==> src/design/mkped_pkg.sv <==
// Shared types and constants for the multi-key press event detector.
// No dependencies; imported by every module of the block.
package mkped_pkg;

    localparam int NUM_KEYS  = 4;
    localparam int PIN_W     = 4;
    localparam int KEY_IDX_W = 2;
    localparam int FLAG_W    = 7;
    localparam int PERIOD_W  = 10;
    localparam int TIMER_W   = 15;
    localparam int CFG_IDX_W = 2;
    localparam int CFG_W     = 15;

    // Flag bit positions
    localparam int FLAG_HOLD_BIT   = 0;
    localparam int FLAG_DOWN_BIT   = 1;
    localparam int FLAG_UP_BIT     = 2;
    localparam int FLAG_SINGLE_BIT = 3;
    localparam int FLAG_DOUBLE_BIT = 4;
    localparam int FLAG_LONG_BIT   = 5;
    localparam int FLAG_REPEAT_BIT = 6;

    localparam logic [FLAG_W-1:0] FLAG_HOLD_MASK = 7'h01;

    // Command codes
    localparam logic CMD_TICK  = 1'b0;
    localparam logic CMD_CHECK = 1'b1;

    // Configuration register indexes
    localparam logic [CFG_IDX_W-1:0] REG_SAMPLE_PERIOD = 2'd0;
    localparam logic [CFG_IDX_W-1:0] REG_LONG_PRESS    = 2'd1;
    localparam logic [CFG_IDX_W-1:0] REG_DOUBLE_WINDOW = 2'd2;
    localparam logic [CFG_IDX_W-1:0] REG_REPEAT        = 2'd3;

    localparam logic [PERIOD_W-1:0] SAMPLE_PERIOD_RST = 10'd20;
    localparam logic [TIMER_W-1:0]  LONG_PRESS_RST    = 15'd2000;
    localparam logic [TIMER_W-1:0]  DOUBLE_WINDOW_RST = 15'd200;
    localparam logic [TIMER_W-1:0]  REPEAT_RST        = 15'd100;

    typedef enum logic [2:0] {
        ST_IDLE    = 3'd0,
        ST_PRESSED = 3'd1,
        ST_WAIT    = 3'd2,
        ST_DOUBLE  = 3'd3,
        ST_LONG    = 3'd4
    } press_state_t;

    typedef struct packed {
        logic                 cmd;
        logic [PIN_W-1:0]     pin_levels;
        logic [KEY_IDX_W-1:0] key_index;
        logic [FLAG_W-1:0]    flag_mask;
    } mkped_in_t;

    typedef struct packed {
        logic              check_hit;
        logic [FLAG_W-1:0] key_flags;
    } mkped_out_t;

    // Per-key control for one processed item
    typedef struct packed {
        logic              tick;
        logic              sample;
        logic              down;
        logic              clear;
        logic [FLAG_W-1:0] clear_mask;
    } key_ctrl_t;

    typedef struct packed {
        logic [TIMER_W-1:0] long_press;
        logic [TIMER_W-1:0] double_window;
        logic [TIMER_W-1:0] repeat_period;
    } key_timing_t;

endpackage

==> src/design/mkped_divider.sv <==
// Sample divider: counts ticks and fires once every sample_period ticks.
// Depends on mkped_pkg.
module mkped_divider (
    input  logic                           aclk,
    input  logic                           aresetn,
    input  logic                           tick,
    input  logic [mkped_pkg::PERIOD_W-1:0] period,
    output logic                           fire
);
    import mkped_pkg::*;

    logic [PERIOD_W-1:0] count_reg;
    logic [PERIOD_W-1:0] count_next;
    logic [PERIOD_W:0]   count_inc;

    assign count_inc = {1'b0, count_reg} + {{PERIOD_W{1'b0}}, 1'b1};

    always_comb begin
        fire       = 1'b0;
        count_next = count_reg;
        if (tick) begin
            if (count_inc >= {1'b0, period}) begin
                fire       = 1'b1;
                count_next = '0;
            end else begin
                count_next = count_inc[PERIOD_W-1:0];
            end
        end
    end

    always_ff @(posedge aclk) begin
        if (!aresetn) begin
            count_reg <= '0;
        end else begin
            count_reg <= count_next;
        end
    end

endmodule

==> src/design/mkped_key.sv <==
// One key: countdown timer, sample history, press state machine, sticky flags.
// Depends on mkped_pkg.
module mkped_key (
    input  logic                         aclk,
    input  logic                         aresetn,
    input  mkped_pkg::key_ctrl_t         ctrl,
    input  mkped_pkg::key_timing_t       timing,
    output logic [mkped_pkg::FLAG_W-1:0] flags
);
    import mkped_pkg::*;

    press_state_t       state_reg, state_next;
    logic [TIMER_W-1:0] timer_reg, timer_next;
    logic [TIMER_W-1:0] timer_dec;
    logic               cur_reg, cur_next;
    logic [FLAG_W-1:0]  flags_reg, flags_next;
    logic [FLAG_W-1:0]  f;
    logic               timer_zero;

    assign timer_dec  = (timer_reg != '0) ? timer_reg - {{(TIMER_W-1){1'b0}}, 1'b1} : timer_reg;
    assign timer_zero = (timer_dec == '0);
    assign flags      = flags_reg;

    always_comb begin
        state_next = state_reg;
        timer_next = timer_reg;
        cur_next   = cur_reg;
        flags_next = flags_reg;
        f          = flags_reg;
        if (ctrl.tick) begin
            timer_next = timer_dec;
            if (ctrl.sample) begin
                cur_next         = ctrl.down;
                f[FLAG_HOLD_BIT] = ctrl.down;
                if (ctrl.down && !cur_reg) begin
                    f[FLAG_DOWN_BIT] = 1'b1;
                end
                if (!ctrl.down && cur_reg) begin
                    f[FLAG_UP_BIT] = 1'b1;
                end
                // timer checks see the value after this tick's countdown
                unique case (state_reg)
                    ST_IDLE: begin
                        if (ctrl.down) begin
                            timer_next = timing.long_press;
                            state_next = ST_PRESSED;
                        end
                    end
                    ST_PRESSED: begin
                        if (!ctrl.down) begin
                            timer_next = timing.double_window;
                            state_next = ST_WAIT;
                        end else if (timer_zero) begin
                            f[FLAG_LONG_BIT] = 1'b1;
                            timer_next       = timing.repeat_period;
                            state_next       = ST_LONG;
                        end
                    end
                    ST_WAIT: begin
                        if (ctrl.down) begin
                            f[FLAG_DOUBLE_BIT] = 1'b1;
                            state_next         = ST_DOUBLE;
                        end else if (timer_zero) begin
                            f[FLAG_SINGLE_BIT] = 1'b1;
                            state_next         = ST_IDLE;
                        end
                    end
                    ST_DOUBLE: begin
                        if (!ctrl.down) begin
                            state_next = ST_IDLE;
                        end
                    end
                    ST_LONG: begin
                        if (!ctrl.down) begin
                            state_next = ST_IDLE;
                        end else if (timer_zero) begin
                            f[FLAG_REPEAT_BIT] = 1'b1;
                            timer_next         = timing.repeat_period;
                        end
                    end
                    default: begin
                    end
                endcase
                flags_next = f;
            end
        end else if (ctrl.clear) begin
            flags_next = flags_reg & ~ctrl.clear_mask;
        end
    end

    always_ff @(posedge aclk) begin
        if (!aresetn) begin
            state_reg <= ST_IDLE;
            timer_reg <= '0;
            cur_reg   <= 1'b0;
            flags_reg <= '0;
        end else begin
            state_reg <= state_next;
            timer_reg <= timer_next;
            cur_reg   <= cur_next;
            flags_reg <= flags_next;
        end
    end

endmodule

==> src/design/multi_key_press_event_detector.sv <==
// Multi-key press event detector, top level.
// Depends on mkped_pkg, mkped_divider and mkped_key.
//
// Input channel s_*: one item per transfer. cmd tick carries active-low pin
// levels; every running key timer counts down and, every sample_period
// ticks, all keys are sampled and their press machines advance. cmd check
// reads one key's flags, reports whether any masked flag was set and clears
// the masked flags, except when the mask is the hold bit alone.
// Result channel m_*: exactly one result per item, in order; ticks give 0.
// Configuration: cfg_wr_en writes cfg_wdata into register cfg_index at once;
// write only while no item is in flight.
// An item transferred into the input register is processed once the
// result register is free or draining, and its result is registered
// there. Throughput is one item per cycle while m_ready stays high, set
// by the single processing stage between the input and result registers.
// Reset clears all flags, timers, press machines and the divider and loads
// the default timings. When m_ready is low the result register holds and
// the input register takes one more item before s_ready drops.
module multi_key_press_event_detector (
    input  logic                            aclk,
    input  logic                            aresetn,
    input  logic                            s_valid,
    output logic                            s_ready,
    input  mkped_pkg::mkped_in_t            s_data,
    output logic                            m_valid,
    input  logic                            m_ready,
    output mkped_pkg::mkped_out_t           m_data,
    input  logic                            cfg_wr_en,
    input  logic [mkped_pkg::CFG_IDX_W-1:0] cfg_index,
    input  logic [mkped_pkg::CFG_W-1:0]     cfg_wdata
);
    import mkped_pkg::*;

    logic [PERIOD_W-1:0] period_reg;
    key_timing_t         timing_reg;

    logic       in_valid_reg;
    mkped_in_t  in_reg;
    logic       out_valid_reg;
    mkped_out_t out_reg;
    mkped_out_t out_next;

    logic              advance;
    logic              is_tick;
    logic              is_check;
    logic              sample_fire;
    logic              idx_ok;
    logic [FLAG_W-1:0] sel_flags;
    logic              hit;
    logic [FLAG_W-1:0] key_flags_w [NUM_KEYS];

    assign advance  = in_valid_reg && (!out_valid_reg || m_ready);
    assign s_ready  = !in_valid_reg || advance;
    assign m_valid  = out_valid_reg;
    assign m_data   = out_reg;
    assign is_tick  = advance && (in_reg.cmd == CMD_TICK);
    assign is_check = advance && (in_reg.cmd == CMD_CHECK);

    // Configuration registers
    always_ff @(posedge aclk) begin
        if (!aresetn) begin
            period_reg               <= SAMPLE_PERIOD_RST;
            timing_reg.long_press    <= LONG_PRESS_RST;
            timing_reg.double_window <= DOUBLE_WINDOW_RST;
            timing_reg.repeat_period <= REPEAT_RST;
        end else if (cfg_wr_en) begin
            unique case (cfg_index)
                REG_SAMPLE_PERIOD: period_reg               <= cfg_wdata[PERIOD_W-1:0];
                REG_LONG_PRESS:    timing_reg.long_press    <= cfg_wdata[TIMER_W-1:0];
                REG_DOUBLE_WINDOW: timing_reg.double_window <= cfg_wdata[TIMER_W-1:0];
                REG_REPEAT:        timing_reg.repeat_period <= cfg_wdata[TIMER_W-1:0];
                default: begin
                end
            endcase
        end
    end

    // Input register
    always_ff @(posedge aclk) begin
        if (!aresetn) begin
            in_valid_reg <= 1'b0;
        end else if (s_ready) begin
            in_valid_reg <= s_valid;
        end
    end

    always_ff @(posedge aclk) begin
        if (s_valid && s_ready) begin
            in_reg <= s_data;
        end
    end

    mkped_divider u_divider (
        .aclk    (aclk),
        .aresetn (aresetn),
        .tick    (is_tick),
        .period  (period_reg),
        .fire    (sample_fire)
    );

    assign idx_ok    = (int'(in_reg.key_index) < NUM_KEYS);
    assign sel_flags = idx_ok ? key_flags_w[in_reg.key_index] : '0;
    assign hit       = ((sel_flags & in_reg.flag_mask) != '0);

    for (genvar k = 0; k < NUM_KEYS; k++) begin : g_key
        key_ctrl_t ctrl;
        logic      pin;

        // keys without a pin read level 0, i.e. pressed
        if (k < PIN_W) begin : g_pin
            assign pin = in_reg.pin_levels[k];
        end else begin : g_nopin
            assign pin = 1'b0;
        end

        assign ctrl.tick       = is_tick;
        assign ctrl.sample     = sample_fire;
        assign ctrl.down       = !pin;
        assign ctrl.clear      = is_check && (int'(in_reg.key_index) == k) && hit
                                 && (in_reg.flag_mask != FLAG_HOLD_MASK);
        assign ctrl.clear_mask = in_reg.flag_mask;

        mkped_key u_key (
            .aclk    (aclk),
            .aresetn (aresetn),
            .ctrl    (ctrl),
            .timing  (timing_reg),
            .flags   (key_flags_w[k])
        );
    end

    always_comb begin
        out_next.check_hit = 1'b0;
        out_next.key_flags = '0;
        if (in_reg.cmd == CMD_CHECK) begin
            out_next.check_hit = hit;
            out_next.key_flags = sel_flags;
        end
    end

    // Result register
    always_ff @(posedge aclk) begin
        if (!aresetn) begin
            out_valid_reg <= 1'b0;
        end else if (advance) begin
            out_valid_reg <= 1'b1;
        end else if (m_ready) begin
            out_valid_reg <= 1'b0;
        end
    end

    always_ff @(posedge aclk) begin
        if (advance) begin
            out_reg <= out_next;
        end
    end

    // Assertions

    a_ready_when_empty: assert property (@(posedge aclk) disable iff (!aresetn)
        !in_valid_reg |-> s_ready)
        else $error("input register empty but s_ready low");

    a_tick_result_zero: assert property (@(posedge aclk) disable iff (!aresetn)
        is_tick |=> (out_reg.check_hit == 1'b0) && (out_reg.key_flags == '0))
        else $error("tick transfer produced a nonzero result");

    a_hold_check_keeps_flags: assert property (@(posedge aclk) disable iff (!aresetn)
        (is_check && (in_reg.flag_mask == FLAG_HOLD_MASK))
        |=> key_flags_w[$past(in_reg.key_index)] == $past(sel_flags))
        else $error("hold-only check changed key flags");

    a_hit_implies_flags: assert property (@(posedge aclk) disable iff (!aresetn)
        (m_valid && m_data.check_hit) |-> (m_data.key_flags != '0))
        else $error("hit reported with no flags set");

endmodule

==> config.mk <==
export PLATFORM = sky130hd
export DESIGN_NAME = multi_key_press_event_detector
export DESIGN_NICKNAME = d
export VERILOG_FILES = /design/src/design/mkped_pkg.sv /design/src/design/mkped_divider.sv /design/src/design/mkped_key.sv /design/src/design/multi_key_press_event_detector.sv
export SDC_FILE = /design/constraint.sdc
export NUM_CORES = 1
export LEC_CHECK = 0
export ABC_AREA = 1
export BUFFER_PORTS_ARGS = -buffer_cell sky130_fd_sc_hd__buf_2
export CAP_MARGIN = 20
export CELL_PAD_IN_SITES_DETAIL_PLACEMENT = 1
export CELL_PAD_IN_SITES_GLOBAL_PLACEMENT = 2
export CORE_MARGIN = 1
export CORE_UTILIZATION = 37
export DETAILED_ROUTE_END_ITERATION = 8
export HOLD_SLACK_MARGIN = 0.02
export PLACE_DENSITY_LB_ADDON = 0.25
export SLEW_MARGIN = 5
export SYNTH_ARGS = -nofsm -noshare
export SYNTH_HDL_FRONTEND = slang
export SYNTH_HIERARCHICAL = 1
export SYNTH_SLANG_ARGS = --single-unit
==> constraint.sdc <==
create_clock -name aclk -period 6.4 [get_ports aclk]
set_input_delay 0 -clock aclk [delete_from_list [all_inputs] [get_ports aclk]]
set_output_delay 0 -clock aclk [all_outputs]
set_load 0.02 [all_outputs]
==> flow_summary.json <==
{
  "grt_pass1_vias": 16432,
  "syn_to_final_growth_pct": 9.39,
  "rrSetupSlack_ns": 1.92,
  "min_period_ns": 4.48,
  "startpoint": "u_divider/count_reg[0]$_SDFFE_PN0P_",
  "synth_top_family_by_area": "simple AND/OR/NAND/NOR gates",
  "grt-ovfl-total": 0,
  "hold_viol_final": 0,
  "rr_worst_depth": 20,
  "crit_path_end_kind": "flop",
  "row_count": 72,
  "grt_max_degree": 75,
  "rr_endpoint": "g_key[2].u_key/timer_reg[10]$_SDFFE_PN0P_",
  "yosysTopAreaCell": "dfxtp_1",
  "use_met2_pct": 49.8,
  "synth_area_leaders": "dfxtp_1 (23%), nand2_1 (21%), nor2_1 (9.5%)",
  "grt_pass1_wl_um": 94800,
  "fmax_ghz": 0.223,
  "synth_edf_count": 22,
  "dr.first_iter.drc_count": 1227,
  "dp_hpwl_um": 43100,
  "cts_resized": 0,
  "finalWeightedCongestion": 0.898,
  "async_flop_share_pct": 0,
  "drv_cap": 0,
  "dpl_worst_slack_ns": 2.04,
  "antenna_found_initial": 0,
  "port_buffers": 45,
  "required_ns": 6.80,
  "grt.total_usage_pct": 30.2,
  "syn_avg_cell_area_um2": 5.91,
  "synth_mux_area_share_pct": 0,
  "netlist.area_leader.share_pct": 23.5,
  "dp.cells": 2947,
  "diodes": 0,
  "drive_above_1_share_pct": 10.2,
  "clk_pin_slew_ns": 0.08,
  "min-delay-start": "cfg_index[0]",
  "grt-busiest-layer": "met2",
  "cts_buffers": 17,
  "maxSlewViolCount": 0,
  "die_w_um": 201,
  "worstMarginPinSlew_ns": 1.08,
  "cts_buffer_depth": 2,
  "ys.flop_type": "dfxtp_1",
  "yosys.area_share.simple_pct": 40.7,
  "dieHeight_um": 201,
  "period_share_pct": 70.1,
  "grtUsageMet1_pct": 38.8,
  "timing.rr.start": "u_divider/count_reg[0]$_SDFFE_PN0P_",
  "layout_setup_ws_ns": 1.92,
  "start_util_pct": 37.6,
  "firstDrtPassIters": 5,
  "largest_reg_flops": 60,
  "htree_levels": 4,
  "detail-route-antenna-nets": 0,
  "synth_cells": 2467,
  "core-area_mm2": 0.0387,
  "dieArea_mm2": 0.0402,
  "fin_cells": 3015,
  "hp-class": "in2reg",
  "fin_tns_setup_ns": 0,
  "vias": 16202,
  "rsz0062_at_grt": "no",
  "synth_adder_area_share_pct": 1.63,
  "use_met3_pct": 4.03,
  "ys_types": 42,
  "nets": 2539,
  "skew_ns": 0.0142,
  "ys_ff_latch": 193,
  "crit_end": "g_key[2].u_key/timer_reg[10]$_SDFFE_PN0P_",
  "cts_setup_buffers": 0,
  "syn_nets": 2522,
  "drc_errors": 0,
  "start_kind": "flop",
  "status": "finished clean",
  "insertion_delay_ns": 0.48,
  "synth_compound_area_share_pct": 17.8,
  "syn_area_mm2": 0.0146,
  "ys_warn_count": 6,
  "setup_violations": 0,
  "synth-xor-area-share_pct": 1.62,
  "clock-sinks": 193,
  "cp_max_fo": 17,
  "max-slew-margin-rel_pct": 28.0,
  "pin_count": 46,
  "cp.arrival_ns": 4.88,
  "worstSetupPathType": "reg2reg",
  "wl_per_cell_um": 20.1,
  "drt_wl_total_um": 60600,
  "vias_per_cell": 5.37,
  "cts_tree": "done",
  "root_buffer": "clkbuf_16",
  "yosysSeqAreaShare_pct": 28.0
}
## cell type report
class	instances	area, um^2
Timing Repair Buffer	86	659
Sequential cell	193	4080
Clock inverter	13	150
Tap cell	518	648
Fill cell	5355	22800
Multi-Input combinational cell	1931	9010
Clock buffer	19	443
Inverter	255	957
## synthesized netlist by cell type, types with 2 or more instances
cell            number
buf_6                8
buf_12               4
a211oi_1             4
o21a_1               4
o22ai_1              4
o21ai_1              4
nand4_1             33
a41oi_1             16
dlygate4sd1_1        6
nand3_1             90
dlymetal6s2s_1       2
nor3_1               5
o31ai_1              4
o211ai_1             2
a21boi_0             4
nand2_2             69
nand2_1            800
xnor2_1             13
a21oi_2             41
clkbuf_1            57
a41o_1               4
or2_2                2
dlygate4sd3_1        4
nand3_2              4
nand3b_1             2
inv_2                5
a21oi_1            133
nor2_2              38
ha_1                19
xor2_1              14
nor2_1             369
edfxtp_1            22
clkinv_1            14
nor2_4              10
o21ai_0            240
dfxtp_1            171
buf_2                6
inv_1              236
## logic make-up after synthesis
logic type / count (synthesis)
buffers and inverters: 343
AO/OA/AOI/OAI: 461
adder cells (fa/ha/maj): 19
AND/OR/NAND/NOR: 1424
flip-flops: 193
XOR/XNOR: 27
## worst max-delay path: stages (launching register included)
cell	delay (ns)
dfxtp_1	0.46
ha_1	0.23
nand2_1	0.09
nor2_4	0.15
xnor2_1	0.14
clkinv_1	0.11
ha_1	0.31
nand2_1	0.05
a21oi_1	0.12
nor2_1	0.06
nand2_1	0.05
nand2_1	0.23
a21oi_2	0.81
inv_1	0.20
nor2_1	0.24
clkinv_1	0.52
a21oi_1	0.30
nand2_1	0.10
nand2_1	0.06
nand2_1	0.06
a21oi_2	0.10
## timing repair
item | in CTS | in global routing
endpoints found under the hold margin | 71 | 0
endpoints found under the setup margin | 0 | 0
hold buffers | 33 | 0
## cells in the final DEF, fill, tap and decap left out, types with 5 or more instances in the layout
| cell type | instances |
|---|---|
| a21oi_1 | 133 |
| a21oi_2 | 41 |
| a41oi_1 | 16 |
| buf_2 | 45 |
| buf_4 | 5 |
| clkbuf_16 | 17 |
| clkinv_1 | 14 |
| dfxtp_1 | 171 |
| dlygate4sd3_1 | 33 |
| edfxtp_1 | 22 |
| ha_1 | 19 |
| inv_1 | 236 |
| inv_2 | 5 |
| inv_6 | 5 |
| nand2_1 | 800 |
| nand2_2 | 69 |
| nand3_1 | 90 |
| nand4_1 | 33 |
| nor2_1 | 368 |
| nor2_2 | 38 |
| nor2_4 | 11 |
| nor3_1 | 5 |
| o21ai_0 | 240 |
| xnor2_1 | 13 |
| xor2_1 | 14 |
## worst min path at each step
stage / slack (ns) / cells past startpoint / end
after floorplan: 0.1 / 0 / g_key[0].ctrl[0]$_DFFE_PP_
after global placement: 0.18 / 1 / g_key[0].ctrl[5]$_DFFE_PP_
after detailed placement: 0.18 / 1 / g_key[0].ctrl[5]$_DFFE_PP_
after CTS: 0.03 / 5 / timing_reg[18]$_SDFFE_PN1P_
after global routing: 0.08 / 5 / timing_reg[6]$_SDFFE_PN1P_
final: 0.05 / 5 / timing_reg[6]$_SDFFE_PN1P_
## routing by layer
layer | routed length, um | share of wire, %
met1 | 27200 | 45
met2 | 27600 | 45
met3 | 2790 | 4.6
met4 | 3060 | 5.1
met5 | 0 | 0
## per-stage QoR
stage          area, um^2  hold slack, ns  util [%]
3_5_place_dp        15000           0.179      38.6
4_1_cts             15900          0.0300      41.0
3_3_place_gp        15000           0.177      38.6
2_1_floorplan       14600          0.0989         -
6_report            16000          0.0469      41.2
5_1_grt             16000          0.0766      41.2
Power is left out: the tool's default activity adds up to more than one toggle a clock period on the data nets, which glitch-free logic cannot reach.
